`config.mk`:
```
export PLATFORM = sky130hd
export DESIGN_NAME = mixed_radix_index_unravel
export DESIGN_NICKNAME = d
export VERILOG_FILES = /design/src/mri_pkg.sv /design/src/mixed_radix_index_unravel.sv
export SDC_FILE = /design/constraint.sdc
export NUM_CORES = 1
export LEC_CHECK = 0
export ABC_AREA = 1
export ABC_CLOCK_PERIOD_IN_PS = 6700
export BUFFER_PORTS_ARGS = -buffer_cell sky130_fd_sc_hd__buf_2
export CAP_MARGIN = 20
export CORE_MARGIN = 2
export CORE_UTILIZATION = 30
export CTS_CLUSTER_SIZE = 8
export DETAILED_ROUTE_END_ITERATION = 7
export PLACE_DENSITY_LB_ADDON = 0.08
export SETUP_SLACK_MARGIN = 0.2
export SLEW_MARGIN = 20
export SYNTH_ARGS = -nofsm -noshare
export SYNTH_HDL_FRONTEND = slang
export SYNTH_SLANG_ARGS = --single-unit
```
`constraint.sdc`:
```
create_clock -name i_clk -period 6.7 [get_ports i_clk]
set_clock_uncertainty 0.2 [all_clocks]
set_input_delay 0 -clock i_clk [delete_from_list [all_inputs] [get_ports i_clk]]
set_output_delay 0 -clock i_clk [all_outputs]
set_load 0.02 [all_outputs]
```
`src/mri_pkg.sv`:
```
// Package with constants, register indexes and types for the mixed-radix index unravel block.
`default_nettype none

package mri_pkg;

    localparam int MAX_DIMS   = 6;
    localparam int INDEX_BITS = 48;
    localparam int SIZE_BITS  = 32;
    localparam int AXIS_BITS  = 3;
    localparam int CNT_BITS   = $clog2(INDEX_BITS);

    // Configuration register indexes.
    localparam logic [AXIS_BITS-1:0] CFG_NUM_DIMS   = 3'd0;
    localparam logic [AXIS_BITS-1:0] CFG_DIM_SIZE_0 = 3'd1;
    localparam logic [AXIS_BITS-1:0] CFG_DIM_SIZE_5 = 3'd6;

    typedef enum logic [2:0] {
        S_IDLE = 3'b001,
        S_DIV  = 3'b010,
        S_EMIT = 3'b100
    } t_state;

endpackage

`default_nettype wire

```
`src/mixed_radix_index_unravel.sv`:
```
// Top level: splits a flat index into row-major axis coordinates with a bit-serial divider.
// Each axis of an item runs through the restoring divider in S_DIV (one quotient bit a cycle),
// then S_EMIT hands the remainder to the output register, waiting while the output stalls.
// A new flat index is taken only in S_IDLE, once the last axis of the item has been handed
// on; an item with no axes is taken and dropped without leaving S_IDLE.
// Synchronous active-low reset: idle, no axes configured, all axis sizes one.
`default_nettype none

module mixed_radix_index_unravel import mri_pkg::*; (
    input  wire logic                  i_clk,
    input  wire logic                  i_rst_n,
    input  wire logic                  i_cfg_we,
    input  wire logic [AXIS_BITS-1:0]  i_cfg_index,
    input  wire logic [SIZE_BITS-1:0]  i_cfg_data,
    input  wire logic                  s_axis_tvalid,
    output logic                       s_axis_tready,
    input  wire logic [INDEX_BITS-1:0] s_axis_tdata,   // [47:0] flat_index
    output logic                       m_axis_tvalid,
    input  wire logic                  m_axis_tready,
    output logic [SIZE_BITS-1:0]       m_axis_tdata,   // [31:0] coordinate
    output logic [AXIS_BITS-1:0]       m_axis_tuser,   // [2:0] axis
    output logic                       m_axis_tlast
);

    logic [AXIS_BITS-1:0]  r_num_dims;
    logic [SIZE_BITS-1:0]  r_dim_size [MAX_DIMS];

    t_state                r_state;
    logic [INDEX_BITS-1:0] r_quot;
    logic [SIZE_BITS-1:0]  r_rem;
    logic [SIZE_BITS-1:0]  r_div;
    logic [AXIS_BITS-1:0]  r_axis;
    logic [CNT_BITS-1:0]   r_bit_cnt;

    logic                  r_out_valid;
    logic [SIZE_BITS-1:0]  r_out_coord;
    logic [AXIS_BITS-1:0]  r_out_axis;
    logic                  r_out_last;

    logic [AXIS_BITS-1:0]  w_dims_used;
    logic [SIZE_BITS:0]    w_shifted;
    logic                  w_ge;
    logic [SIZE_BITS:0]    w_diff;
    logic                  w_out_free;
    logic                  w_emit;
    logic [AXIS_BITS-1:0]  w_sel_axis;
    logic [SIZE_BITS-1:0]  w_sel_size;
    logic                  w_in_xfer;

    // Axis counts above the number of size registers saturate.
    assign w_dims_used = (r_num_dims > AXIS_BITS'(MAX_DIMS)) ? AXIS_BITS'(MAX_DIMS)
                                                              : r_num_dims;

    assign w_shifted = {r_rem, r_quot[INDEX_BITS-1]};
    assign w_diff    = w_shifted - {1'b0, r_div};
    assign w_ge      = (w_shifted >= {1'b0, r_div});

    assign w_out_free    = !r_out_valid || m_axis_tready;
    assign w_emit        = (r_state == S_EMIT) && w_out_free;
    assign s_axis_tready = (r_state == S_IDLE);
    assign w_in_xfer     = s_axis_tvalid && s_axis_tready;

    // Axis whose size is loaded next: the last axis on a new item, else one further out.
    assign w_sel_axis = (r_state == S_IDLE) ? w_dims_used - AXIS_BITS'(1)
                                            : r_axis - AXIS_BITS'(1);
    // A size of zero is treated as one.
    assign w_sel_size = (r_dim_size[w_sel_axis] == '0) ? SIZE_BITS'(1)
                                                       : r_dim_size[w_sel_axis];

    always_ff @(posedge i_clk) begin
        if (!i_rst_n) begin
            r_num_dims <= '0;
            for (int k = 0; k < MAX_DIMS; k++) begin
                r_dim_size[k] <= SIZE_BITS'(1);
            end
        end else if (i_cfg_we) begin
            if (i_cfg_index == CFG_NUM_DIMS) begin
                r_num_dims <= i_cfg_data[AXIS_BITS-1:0];
            end else if (i_cfg_index >= CFG_DIM_SIZE_0 && i_cfg_index <= CFG_DIM_SIZE_5) begin
                r_dim_size[i_cfg_index - CFG_DIM_SIZE_0] <= i_cfg_data;
            end
        end
    end

    always_ff @(posedge i_clk) begin
        if (!i_rst_n) begin
            r_state     <= S_IDLE;
            r_axis      <= '0;
            r_bit_cnt   <= '0;
            r_out_valid <= 1'b0;
        end else begin
            if (w_emit) begin
                r_out_valid <= 1'b1;
            end else if (m_axis_tready) begin
                r_out_valid <= 1'b0;
            end
            unique case (r_state)
                S_IDLE: begin
                    if (w_in_xfer && w_dims_used != '0) begin
                        r_state   <= S_DIV;
                        r_axis    <= w_sel_axis;
                        r_bit_cnt <= '0;
                    end
                end
                S_DIV: begin
                    r_bit_cnt <= r_bit_cnt + CNT_BITS'(1);
                    if (r_bit_cnt == CNT_BITS'(INDEX_BITS - 1)) begin
                        r_state <= S_EMIT;
                    end
                end
                S_EMIT: begin
                    if (w_out_free) begin
                        if (r_axis == '0) begin
                            r_state <= S_IDLE;
                        end else begin
                            r_state   <= S_DIV;
                            r_axis    <= w_sel_axis;
                            r_bit_cnt <= '0;
                        end
                    end
                end
                default: begin
                    r_state <= S_IDLE;
                end
            endcase
        end
    end

    // Datapath: the quotient register shifts left as the dividend bits move into the
    // remainder, and the new quotient bits fill in from the bottom.
    always_ff @(posedge i_clk) begin
        unique case (r_state)
            S_IDLE: begin
                if (w_in_xfer) begin
                    r_quot <= s_axis_tdata;
                    r_rem  <= '0;
                    r_div  <= w_sel_size;
                end
            end
            S_DIV: begin
                r_quot <= {r_quot[INDEX_BITS-2:0], w_ge};
                r_rem  <= w_ge ? w_diff[SIZE_BITS-1:0] : w_shifted[SIZE_BITS-1:0];
            end
            S_EMIT: begin
                if (w_out_free) begin
                    r_out_coord <= r_rem;
                    r_out_axis  <= r_axis;
                    r_out_last  <= (r_axis == '0);
                    r_rem       <= '0;
                    r_div       <= w_sel_size;
                end
            end
            default: begin
                r_rem <= '0;
            end
        endcase
    end

    assign m_axis_tvalid = r_out_valid;
    assign m_axis_tdata  = r_out_coord;
    assign m_axis_tuser  = r_out_axis;
    assign m_axis_tlast  = r_out_last;

    // The partial remainder never reaches the divisor while dividing.
    a_rem_below_div: assert property (@(posedge i_clk) disable iff (!i_rst_n)
        (r_state == S_DIV) |-> (r_rem < r_div))
        else $error("partial remainder not below divisor");

    a_div_ends: assert property (@(posedge i_clk) disable iff (!i_rst_n)
        (r_state == S_DIV && r_bit_cnt == CNT_BITS'(INDEX_BITS - 1)) |=> (r_state == S_EMIT))
        else $error("division did not end after all quotient bits");

    a_axis_range: assert property (@(posedge i_clk) disable iff (!i_rst_n)
        (r_state != S_IDLE) |-> (r_axis < AXIS_BITS'(MAX_DIMS)))
        else $error("axis out of range while busy");

    a_last_ends_item: assert property (@(posedge i_clk) disable iff (!i_rst_n)
        (r_state == S_EMIT && w_out_free && r_axis == '0)
        |=> (r_state == S_IDLE && r_out_valid && r_out_last))
        else $error("axis 0 result did not end the item");

    a_no_result_zero_dims: assert property (@(posedge i_clk) disable iff (!i_rst_n)
        (w_in_xfer && w_dims_used == '0) |=> (r_state == S_IDLE))
        else $error("item with no axes left idle");

endmodule

`default_nettype wire

```
==> results of run 1 <==
-- worst min path at each step --
| stage | endpoint | slack [ps] | depth (start not counted) |
|---|---|---|---|
| 6_report | r_dim_size[4][4] | 40 | 4 |
| 5_1_grt | r_quot[46] | 50 | 4 |
| 4_1_cts | r_dim_size[4][27] | 1 | 4 |
| 3_5_place_dp | r_quot[16] | 70 | 3 |
| 3_3_place_gp | r_quot[14] | 70 | 3 |
| 2_1_floorplan | r_dim_size[4][0] | -30 | 1 |
-- worst max-delay path, delay by kind of cell (launching register included) --
kind          cells  cell delay, ps
simple gates     12            2140
buf+inv           3            1130
flops             1             440
fa+ha+maj         1             410
-- state kept, by name, summed over array words and instances (netlist names) --
name and count:
r_rem 32, r_div 32, r_bit_cnt 6, m_axis_tdata 32
r_axis 3, m_axis_tlast 1, r_num_dims 3, r_state 3
r_dim_size 256, m_axis_tuser 3, m_axis_tvalid 1, r_quot 48
-- placed cells by master, fill, tap and decap left out, drive strengths merged, types with 2 or more instances in the layout --
cell type,synthesis,final
nand3,242,242
ha,38,38
nand4,6,6
o21ai,68,68
clkbuf,39,85
o211ai,2,2
dfxtp,16,16
buf,51,148
or2,2,2
nand3b,8,8
nand2,567,567
nor3,11,11
a21oi,55,55
inv,423,424
xor2,18,18
nor4,3,3
nor2,332,332
xnor2,8,8
edfxtp,404,404
o21a,6,6
dlygate4sd3,0,154
clkinv,1,7
a21o,2,2
a21boi,2,2
-- power groups by stage --
stage	combinational (mW)	clock [mW]	sequential (mW)
after floorplan	3.99	0	3.73
after global placement	5.95	0	3.78
after detailed placement	5.93	0	3.79
after CTS	6.03	2.82	3.75
after global routing	6.65	2.91	3.78
final	5.95	2.73	3.73
-- per-layer routing --
metal,vias up,track usage,share of wire
li1,7931,-,-
met4,0,0.0676,0.035
met3,113,0.0201,0.036
met2,330,0.304,0.49
met5,-,0,0
met1,7570,0.222,0.44
-- final cells by class --
type,instances,area share
Multi-Input combinational cell,1379,0.249
Clock buffer,85,0.0615
Tap cell,931,0.0455
Timing Repair Buffer,302,0.0919
Clock inverter,7,0.00279
Inverter,424,0.0622
Sequential cell,420,0.487
-- through the flow --
step / power (mW) / instances / worst slack (ps) / cell area [sq um] / hold slack, ps
2_1_floorplan: 7.72 / 2313 / 2000 / 20800 / -29.3
3_3_place_gp: 9.73 / 3301 / 2160 / 22400 / 71.0
3_5_place_dp: 9.73 / 3301 / 2040 / 22400 / 69.3
4_1_cts: 12.6 / 3547 / 2030 / 25600 / 1.07
5_1_grt: 13.3 / 3548 / 1790 / 25600 / 47.6
6_report: 12.4 / 3548 / 2060 / 25600 / 36.5
-- cells by family after synthesis --
group,synth area share
buffers and inverters,0.0986
and+or+nand+nor,0.231
xor gates and xnor gates,0.0110
DFF,0.599
AOI/OAI and AO/OA,0.0367
adders and majority gates,0.0238
-- what timing repair did --
item,4_1_cts,5_1_grt
hold buffers,154,0
endpoints found under the hold margin,356,0
setup buffers,0,0
==> impl_metrics.tcl, run 1 <==
set metrics [dict create \
    drv_slew 0 \
    vias 15900 \
    seq_area_frac_synth 0.599 \
    slew_headroom 0.316 \
    r2r-start "r_state[2]" \
    core-area_sq_um 68600 \
    grt.overflow.total 0 \
    cp_cell_sequence "inv_2 -> nand3_2 -> nand2_2 -> nand2_4 -> ha_2 -> inv_2 -> buf_4 -> nand3_1 -> nand3_1 -> nand2_1 -> nand2_1 -> nor2_1 -> nand2_1 -> nor2_1 -> nand2_1 -> nand2_1" \
    cts_root_buffer "clkbuf_16" \
    wirelength_um 62100 \
    synth_common_cells "563 x nand2_1, 418 x inv_1, 404 x edfxtp_1, 331 x nor2_1, 241 x nand3_1" \
    cts.path.max_buffers 3 \
    r2r_cells 16 \
    synth_edf_count 404 \
    syn_area_per_cell_sq_um 8.99 \
    layout-drive-gt1-share 0.0925 \
    grt_pass1_vias 16300 \
    holdCritPathClass "in2reg" \
    ant_nets 0 \
    cp_slowest_cell "nand2_4" \
    fin_nets 2713 \
    yosysMostFrequentCell "nand2_1" \
    cts_made_buffers 59 \
    setup_viol 0 \
    ys_seq_elements 420 \
    ff2ff_setup_slack_ps 2060 \
    gp_congestion 0.851 \
    dpl.hpwl_um 37900 \
    num-fill-cells 7051 \
    critical_path_class "reg2reg" \
    syn_to_final_growth_pct 23.0 \
    swShare 0.455 \
    powerDensity_nw_per_um2 485 \
    synth_top_area_frac 0.583 \
    pwr-share-comb 0.479 \
    synth_flop_cell "edfxtp_1" \
    async_flop_share 0 \
    critPathArrivalTime_ps 4800 \
    syn-num-nets 2440 \
    synth.top_cells.by_area "edfxtp_1 58%, nand2_1 10%, inv_1 7.5%" \
    worst_pin_slew_ps 1020 \
    cts_sinks 420 \
    multi_input_area_sq_um 6380 \
    n_antenna_cell 0 \
    tns_ps 0 \
    dr.pass1.iters 5 \
    hp-start "i_cfg_data[4]" \
    leakage_nw 11.1 \
    power.switching_mw 5.65 \
    run_status "finished clean" \
    reg2reg_to "r_div[0]" \
    rsz0062_at_grt "false" \
    grt_util_all_layers 0.175 \
    die_h_um 267 \
    ios 126 \
    viasPerCell 4.49 \
    portBuffers 125 \
    seq_power_share 0.301 \
    initial_utilization 0.303 \
    clockPowerShare 0.220 \
    syn-cell-area_sq_um 20800 \
    cp-start-kind "register" \
    vdd_ir_drop_max_v 0.000714 \
    rows 96 \
    htree_levels 2 \
    final_hold_viol_count 0 \
    min_period_ps 4640 \
    p_int_mw 6.77 \
    cts_tree "yes" \
    critPathLaunch "r_state[2]" \
    yosys.area.top_type "edfxtp_1" \
    critPathCapture "r_div[0]" \
    clkTransAtPathRegs_ps 50 \
    required_ps 6860 \
    register_area_sq_um 12500 \
    insertion_delay_ps 630 \
    endpoint_kind "register" \
    cap_violations 0 \
    die_width_um 267 \
    synthDistinctLibCells 41 \
    crit_path_max_incr_delay_ps 700 \
    antenna_found_initial 1 \
    cts_resized 0 \
    postLayoutCoreUtil 0.373 \
    dieArea_sq_um 71400 \
    grt_max_degree 85 \
    crit_fanout 57 \
    synth_warnings 0 \
    post-route-period-util 0.692 \
    post-route-drc-count 0 \
    detail_route.iter0.violations 900 \
    grt_pass1_wl_um 94700 \
    route.detailed.wl_per_inst_um 17.5 \
    syn_inst 2313 \
    max_freq_ghz 0.216 \
    cp_common_cell "nand2_1" \
]
Note: power is estimated with default switching activity, not from simulation.
==> inputs of run 2 (changes only) <==
- ABC_CLOCK_PERIOD_IN_PS: 6700 -> 4800
- clock period: 6.7 -> 4.8 ns (I/O delays scaled with it)
==> impl_metrics.tcl, run 2 (synthesis results as in run 1) <==
set metrics [dict create \
    cts_setup_buffers 0 \
    postLayoutCoreUtil 0.370 \
    critical_path_buf_inv_count 2 \
    slew_headroom 0.348 \
    clockPowerShare 0.210 \
    initial_utilization 0.303 \
    grt.overflow.total 0 \
    worst_hold_slack_ps 36.3 \
    final_common_cell "nand2_1" \
    clkTransAtPathRegs_ps 50 \
    crit_fanout 64 \
    path_delay_family "simple AND/OR/NAND/NOR gates" \
    leakage_nw 11.0 \
    layout-drive-gt1-share 0.0927 \
    reg_top3 "r_dim_size (256), r_quot (48)" \
    reg2reg_to "r_div[0]" \
    cap_violations 0 \
    dr.pass1.iters 7 \
    cts.path.max_buffers 3 \
    route.detailed.wl_per_inst_um 17.2 \
    final_hold_viol_count 0 \
    setup_viol 0 \
    run_status "finished clean" \
    min_period_ps 3410 \
    post-route-period-util 0.710 \
    ant_nets 0 \
    htree_levels 2 \
    final_cell_mix "563 x nand2_1, 417 x inv_1, 404 x edfxtp_1" \
    antenna_found_initial 0 \
    cts_made_buffers 58 \
    cts_root_buffer "clkbuf_16" \
    regMostFlops "r_dim_size" \
    post-route-drc-count 0 \
    rsz0062_at_grt "false" \
    swShare 0.455 \
    tns_ps 0 \
    critPathCapture "r_div[0]" \
    vias 15800 \
    pwr-share-comb 0.491 \
    die_width_um 267 \
    viasPerCell 4.49 \
    portBuffers 125 \
    ff2ff_setup_slack_ps 1390 \
    rows 96 \
    dieArea_sq_um 71400 \
    grt_util_all_layers 0.172 \
    cts_tree "yes" \
    cp_slowest_cell "buf_4" \
    grt_max_degree 129 \
    insertion_delay_ps 610 \
    grt_pass1_vias 15800 \
    cp-start-kind "register" \
    n_antenna_cell 0 \
    holdCritPathClass "in2reg" \
    crit_path_max_incr_delay_ps 740 \
    core-area_sq_um 68600 \
    critical_path_class "reg2reg" \
    critPathArrivalTime_ps 3550 \
    required_ps 4940 \
    detail_route.iter0.violations 966 \
    r2r_cells 15 \
    wirelength_um 60600 \
    p_total_mw 17.4 \
    dpl.hpwl_um 36300 \
    powerDensity_nw_per_um2 685 \
    seq_power_share 0.299 \
    syn_to_final_growth_pct 22.2 \
    grt_pass1_wl_um 93500 \
    cp_cell_sequence "inv_2 -> nand3_2 -> nand2_2 -> nand2_4 -> ha_2 -> buf_4 -> nand3_1 -> nand3_1 -> nand2_1 -> nand2_1 -> nor2_1 -> nand2_1 -> nor2_1 -> nand2_1 -> nand2_1" \
    vdd_ir_drop_max_v 0.000679 \
    die_h_um 267 \
    fin_nets 2704 \
    ios 126 \
    power.switching_mw 7.91 \
    drv_slew 0 \
    worst_pin_slew_ps 978 \
    endpoint_kind "register" \
    cts_sinks 420 \
    largest_reg_flops 256 \
    path_depth 15 \
    p_int_mw 9.49 \
    cp_common_cell "nand2_1" \
    r2r-start "r_state[2]" \
    critPathLaunch "r_state[2]" \
    gp_congestion 0.870 \
    max_freq_ghz 0.294 \
]
## run 2: cell count changes in the layout (fill, tap and decap cells not counted), moves of 2 or more
| cell | before | now |
|---|---|---|
| buf_4 | 22 | 25 |
| nand2_1 | 558 | 563 |
| dlygate4sd3_1 | 154 | 139 |
| buf_12 | 1 | 5 |
| clkinv_1 | 4 | 2 |
| clkbuf_1 | 26 | 13 |
| nand2_2 | 7 | 2 |
## run 2: timing repair
item	in CTS	in global routing
endpoints found under the hold margin	341	0
hold buffers	139	0
resized for setup	0	0
## run 2: stage by stage
stage	cells	setup WS (ps)	instance area, sq um
floorplan	2313	958	20800
global placement	3308	1370	22500
detailed placement	3308	1310	22500
CTS	3520	1300	25400
global route	3521	1110	25400
finish	3521	1390	25400
## run 2: area by class of cell
class / instances / area, sq um
Clock buffer: 71 / 1500
Fill cell: 7052 / 43200
Multi-Input combinational cell: 1379 / 6380
Tap cell: 931 / 1160
Clock inverter: 2 / 20.0
Timing Repair Buffer: 294 / 2300
Inverter: 424 / 1590
Sequential cell: 420 / 12500
## run 2: worst min-delay path by stage
stage | slack (ps) | depth (start not counted) | to | from
3_3_place_gp | 70 | 3 | r_quot[45] | s_axis_tdata[45]
6_report | 40 | 4 | r_dim_size[4][17] | i_cfg_data[17]
4_1_cts | 4 | 7 | r_dim_size[2][0] | i_cfg_index[1]
2_1_floorplan | -30 | 1 | r_dim_size[4][0] | i_cfg_index[0]
3_5_place_dp | 70 | 3 | r_quot[34] | s_axis_tdata[34]
5_1_grt | 30 | 4 | r_dim_size[4][22] | i_cfg_data[22]
## run 2: power by group through the flow
| stage | Sequential (mW) | Combinational (mW) | Clock [mW] |
|---|---|---|---|
| floorplan | 5.19 | 5.58 | 0 |
| global placement | 5.27 | 8.66 | 0 |
| detailed placement | 5.29 | 8.62 | 0 |
| CTS | 5.22 | 8.74 | 3.77 |
| global route | 5.27 | 9.64 | 3.91 |
| finish | 5.21 | 8.54 | 3.65 |
## run 2: worst min-delay path, stage by stage
cell           delay, ps
dlygate4sd3_1        520
buf_2                 90
inv_1                 40
nor2_1                80
## run 2: layer usage
| layer | share of wire | vias to the layer above | track usage |
|---|---|---|---|
| li1 | - | 7875 | - |
| met1 | 0.45 | 7485 | 0.225 |
| met2 | 0.48 | 334 | 0.292 |
| met3 | 0.040 | 104 | 0.0221 |
| met4 | 0.030 | 0 | 0.0580 |
| met5 | 0 | - | 0 |
